`src/hdl/assert_macros.svh`:
```
// Shared assertion macros for the block.
`ifndef ASSERT_MACROS_SVH
`define ASSERT_MACROS_SVH

// Plain property checked on every rising clock edge outside reset.
`define CMAP_ASSERT(lbl, clk, rst_n, prop, msg) \
    lbl: assert property (@(posedge clk) disable iff (!rst_n) (prop)) else $error(msg);

// Same-cycle implication.
`define CMAP_ASSERT_IMP(lbl, clk, rst_n, ante, cons, msg) \
    lbl: assert property (@(posedge clk) disable iff (!rst_n) (ante) |-> (cons)) else $error(msg);

// Next-cycle implication.
`define CMAP_ASSERT_NXT(lbl, clk, rst_n, ante, cons, msg) \
    lbl: assert property (@(posedge clk) disable iff (!rst_n) (ante) |=> (cons)) else $error(msg);

`endif

```
`src/hdl/cmap_pkg.sv`:
```
package cmap_pkg;

    localparam int MAX_IDS = 1024;
    localparam int ID_BITS = 63;
    localparam int AW      = $clog2(MAX_IDS);
    localparam int CW      = $clog2(MAX_IDS + 1);
    localparam int DENSE_W = 10;
    localparam int COUNT_W = 11;
    localparam int POS_W   = 10;

    typedef enum logic {
        ACT_LOAD  = 1'b0,
        ACT_QUERY = 1'b1
    } t_action;

    typedef enum logic [2:0] {
        ST_IDLE,
        ST_QUERY,
        ST_FETCH,
        ST_HOLD,
        ST_SCAN,
        ST_FIN
    } t_state;

    // Stored word: first-occurrence mark beside the id.
    typedef struct packed {
        logic               first;
        logic [ID_BITS-1:0] id;
    } t_id_word;

    typedef struct packed {
        logic          id_we;
        logic          rank_we;
        logic [AW-1:0] waddr;
        logic [AW-1:0] raddr;
        t_id_word      id_wdata;
        logic [AW-1:0] rank_wdata;
    } t_store_ctl;

    typedef struct packed {
        logic clr;
        logic step;
        logic less_mode;
    } t_unit_ctl;

endpackage

```
`src/hdl/cmap_rank_unit.sv`:
```
module cmap_rank_unit (
    input  logic                         i_clk,
    input  cmap_pkg::t_unit_ctl          i_ctl,
    input  logic [cmap_pkg::ID_BITS-1:0] i_cur,
    input  cmap_pkg::t_id_word           i_word,
    output logic [cmap_pkg::AW-1:0]      o_acc,
    output logic                         o_hit
);
    import cmap_pkg::*;

    logic w_eq;
    logic w_lt;

    assign w_eq = (i_word.id == i_cur);
    assign w_lt = i_word.first && (i_word.id < i_cur);

    // Equality mode latches a duplicate hit; less mode counts smaller distinct ids.
    always_ff @(posedge i_clk) begin
        if (i_ctl.clr) begin
            o_acc <= '0;
            o_hit <= 1'b0;
        end else if (i_ctl.step) begin
            if (i_ctl.less_mode) begin
                o_acc <= o_acc + AW'(w_lt);
            end else begin
                o_hit <= o_hit | w_eq;
            end
        end
    end

endmodule

```
`config.mk`:
```
export PLATFORM = sky130hd
export DESIGN_NAME = cmap_rank_unit
export DESIGN_NICKNAME = d
export VERILOG_FILES = /design/src/hdl/assert_macros.svh /design/src/hdl/cmap_pkg.sv /design/src/hdl/cmap_rank_unit.sv
export SDC_FILE = /design/constraint.sdc
export NUM_CORES = 1
export LEC_CHECK = 0
export BUFFER_PORTS_ARGS = -buffer_cell sky130_fd_sc_hd__buf_2
export CAP_MARGIN = 10
export CELL_PAD_IN_SITES_DETAIL_PLACEMENT = 1
export CELL_PAD_IN_SITES_GLOBAL_PLACEMENT = 1
export CORE_MARGIN = 1.5
export CORE_UTILIZATION = 28
export CTS_CLUSTER_DIAMETER = 200
export DETAILED_ROUTE_END_ITERATION = 6
export PLACE_DENSITY_LB_ADDON = 0.08
export SLEW_MARGIN = 0
export SYNTH_ARGS = -nofsm -noshare
export SYNTH_HDL_FRONTEND = slang
export SYNTH_SLANG_ARGS = --single-unit
```
`constraint.sdc`:
```
create_clock -name i_clk -period 3 [get_ports i_clk]
set_input_delay 0.3 -clock i_clk [delete_from_list [all_inputs] [get_ports i_clk]]
set_output_delay 0.3 -clock i_clk [all_outputs]
set_load 0.005 [all_outputs]
```
# After elaboration in Yosys (flattened, before gate mapping)
# Cells that the tools add are included.
# totals
ff_bits	11
input_bits	131
word_cells	10
# op_classes
eq_ne	1
n_lt_le_gt_ge	1
add_sub_neg	1
bitwise	2
reduce_logical	3
# ops
op	count
== test 63 bit	1
< comparator 63 bit	1
adder 10 x 1 -> 10 bit	1
AND reduction 2 bit	2
logical AND 1 bit	1
NOT 1 bit	1
OR 1 bit	1

# Logic depth before layout (Yosys ltp)
# logic_depth
depth_word	3
depth_mapped	14
mapped_depth_nobuf	14

# Least setup slack after synthesis
# OpenSTA, ideal clock, no wires.
# synth_path
kind	input port to flip-flop
startpoint	input i_cur[44] (netlist name)
endpoint	register o_acc[6] (netlist name)
path_buffers	0
setup_ps	128
cell_stages	14
arrival_time_ps	2459
setup_slack_ps	414
required_ps	2872
cell_sequence	inv_1 -> ha_1 -> a21o_1 -> a21o_1 -> a221oi_1 -> o21ai_1 -> a21o_1 -> a211oi_1 -> ha_1 -> ha_1 -> and3_1 -> nand3_1 -> xor2_1 -> nor2_1
# synth_between
elab_chain_cells	3
# synth_lines
item	line_no	source
start, declared	cmap_rank_unit.sv:4	input logic [cmap_pkg::ID_BITS-1:0] i_cur,
< comparator 63 bit	cmap_rank_unit.sv:15	assign w_lt = i_word.first && (i_word.id < i_cur);
logical AND 1 bit	cmap_rank_unit.sv:15	
adder 10 x 1 -> 10 bit	cmap_rank_unit.sv:24	o_acc <= o_acc + AW'(w_lt);
end signal, assigned	cmap_rank_unit.sv:24	
end, declared	cmap_rank_unit.sv:6	output logic [cmap_pkg::AW-1:0] o_acc,
# No other way between the ends.
# A chain may end at the register's enable or synchronous reset.

# Worst setup path in the final report
# layout_path
startpoint	input i_cur[41] (netlist name)
endpoint	register o_acc[9] (netlist name)
# The elaborated chain is that of the path after synthesis.

==> impl_metrics.csv <==
group,metric,value,unit
outcome,status,"finished clean",
drt,route.vias.total,2359,
logic_synthesis,yosysUniqueCellTypes,30,
logic_synthesis,synth_top_area_share,0.399,
drt,viasPerCell,4.58,
grt,grt_use_total,0.151,
final_layout,register_area,220,sq um
die,pin_count,142,
timing,finalHoldViolations,0,
placement,dpl.cell_count,511,
die,core_area,6910,sq um
timing,setup-tns-final,0,ps
timing,period_share,0.887,
logic_synthesis,ys_seq_elements,11,
setup_path,crit_type,"in -> reg",
power,pwr-share-clk,0.263,
grt,grt_pass1_vias,2375,
clock_tree,clock_sinks,11,
final_layout,layout-drive-gt1-share,0.356,
logic_synthesis,synth_area_per_cell,7.44,sq um
setup_path,cp_num_buf_inv,2,
final_layout,multiInputGateArea,1580,sq um
setup_path,cp_slowest_stage_delay,320,ps
clock_tree,clkLatencyLatePin,240,ps
setup_path,critPathSlowestCell,"ha_1",
power,total_power,0.000572,W
final_layout,antenna_cells,0,
drt,post_drt_wl_per_cell,11.6,um
final_layout,area_delta_synth_final,43.1,%
power,ir_drop,0.169,mV
final_layout,final_common_cell,"buf_2",
clock_tree,htree_levels,1,
final_layout,fillers,965,
power,power.density,196,nW/um^2
timing,worst_pin_slew,313,ps
clock_tree,clockRootBuffer,"clkbuf_8",
timing,finalSetupViolations,0,
logic_synthesis,ys_top_cells_by_area,"ha_1, inv_1, dfxtp_1",
final_layout,nNetsFinal,616,
placement,place.gp.congestion,0.848,
grt,grt.overflow.total,0,
setup_path,cp_data_arrival_time,2780,ps
timing,timing.hold.ws,369,ps
timing,finClkSkew,4.63,ps
worst_hold_path,hp-class,"in -> reg",
power,swShare,0.328,
drt,wl,5.97,mm
setup_path,crit_fanout,4,
grt,grt_first_pass_wirelength,9.54,mm
die,die_y,88.3,um
power,power.internal,0.000384,W
logic_synthesis,syn_inst,274,
setup_path,cp_top_family,"simple AND/OR/NAND/NOR gates",
run,max-cap-violations,0,
timing,rsz0062_at_grt,"no",
power,p_seq_frac,0.258,
clock_tree,cts_tree,"done",
setup_path,startpoint_type,"input port",
power,p_comb_frac,0.478,
grt,antenna_found_initial,0,
logic_synthesis,yosys_warnings,0,
clock_tree,clk_pin_slew_worst_paths,50,ps
setup_path,crit_required,3120,ps
timing,slew_viol_final,0,
logic_synthesis,synth_top_area_cell,"ha_1",
logic_synthesis,synthesis.area,2040,sq um
final_layout,layout_common_cells,"buf_2, ha_1, inv_1",
final_layout,final-instance-count-excl-fill,515,
die,die_w,88.3,um
logic_synthesis,synth_seq_area_share,0.108,
drt,drt-initial-drc-count,12,
power,total_leakage_power,1.81,nW
clock_tree,cts_setup_buffers,0,
timing,post-route-min-period,2660,ps
die,rows,30,
setup_path,path_cells,"buf_2 > inv_1 > ha_1 > nand4_1 > nor4_2 > nand2_2 > nor4_2 > a21o_1 > a211oi_2 > ha_1 > and3_1 > and3_1 > nand3_1 > xor2_1 > nor2_1",
drt,ant_nets,0,
die,start_util,0.295,
drt,drc,0,
logic_synthesis,synth_nets,470,
clock_tree,numCtsBuffers,3,
die,die_area,7800,sq um
clock_tree,cts_buffer_depth,2,
timing,fmax,376,MHz
placement,port_buffers,141,
placement,hpwlAfterDp,5.60,mm
setup_path,cp-end-kind,"flip-flop",
grt,grt_max_degree,12,
drt,firstDrtPassIters,4,
power,switchingPower,0.000187,W
timing,relSlewSlack,0.790,
## metal layers
metal  GRT usage  vias up  routed length [um]  part of all wire
li1            -     1237                   -                 -
met1       0.169     1035                2470              0.41
met3      0.0308       10                 469             0.079
met4      0.0412        0                 106             0.018
met5           0        -                   0                 0
met2       0.287       77                2920              0.49
## layout make-up
class	count	area share
Timing Repair Buffer	142	0.244
Clock buffer	4	0.0154
Multi-Input combinational cell	198	0.541
Tap cell	96	0.0411
Inverter	64	0.0823
Sequential cell	11	0.0754
## kinds of logic after synthesis
family,count (synthesis),share of synthesized area
compound gates,51,0.152
fa+ha+maj,65,0.399
buf+inv,65,0.120
simple gates,74,0.188
flops,11,0.108
xor+xnor,8,0.0344
## power groups by stage
stage          Sequential [W]  Clock, W  Combinational (W)
3_5_place_dp         0.000151         0           0.000277
3_3_place_gp         0.000151         0           0.000270
5_1_grt              0.000148  0.000163           0.000326
2_1_floorplan        0.000151         0           0.000149
6_report             0.000148  0.000150           0.000273
4_1_cts              0.000148  0.000154           0.000279
## metrics by stage
step                      area, sq um  utilization  worst slack (ps)
after floorplan                  2040            -               414
after global placement           2870        0.415              48.3
after detailed placement         2870        0.415              12.7
after CTS                        2910        0.422               245
after global routing             2920        0.423              61.1
final                            2920        0.423               339
## registers in the layout (all words and copies together) (netlist names)
| signal | flops |
|---|---|
| o_acc | 10 |
| o_hit | 1 |
## worst reg2reg max path, stage by stage, from the launching register on
cell and delay (ps):
dfxtp_1 320, ha_1 240, and3_1 190, and3_1 210, nand3_1 110, xor2_1 160, nor2_1 50
## timing repair
item | 4_1_cts | 5_1_grt
endpoints found under the setup margin | 0 | 4
resized for setup | 0 | 1
hold buffers | 0 | 0
## cell usage after synthesis
cell type	number
xor2_1	6
and4_1	1
dfxtp_1	11
ha_1	65
nor2b_1	3
nand2_2	1
clkbuf_1	1
nor4_2	2
o21ai_0	5
o21ai_1	2
a211oi_1	3
nand4_1	12
and3_1	5
o211ai_1	1
a221oi_1	3
o21a_1	1
or3_1	1
a21o_1	7
nand3_1	13
xnor2_1	2
nor4_1	1
nor2_1	13
a21oi_1	25
o31ai_1	2
o2111ai_1	1
nand3b_1	1
inv_1	64
a41oi_1	1
nand2_1	17
nor3_1	4
## path summary, 6_finish.rpt
path | from | endpoint | slack, ps | depth (start not counted)
worst max register to register | o_acc[0]$_SDFFE_PP0P_ | o_acc[9]$_SDFFE_PP0P_ | 1610 | 6
worst max-delay path | i_cur[41] | o_acc[9]$_SDFFE_PP0P_ | 340 | 15
worst min-delay path | i_ctl[2] | o_hit$_SDFFE_PP0P_ | 370 | 2
worst min register to register | o_hit$_SDFFE_PP0P_ | o_hit$_SDFFE_PP0P_ | 460 | 2
Note: power is estimated with default switching activity, not from simulation.
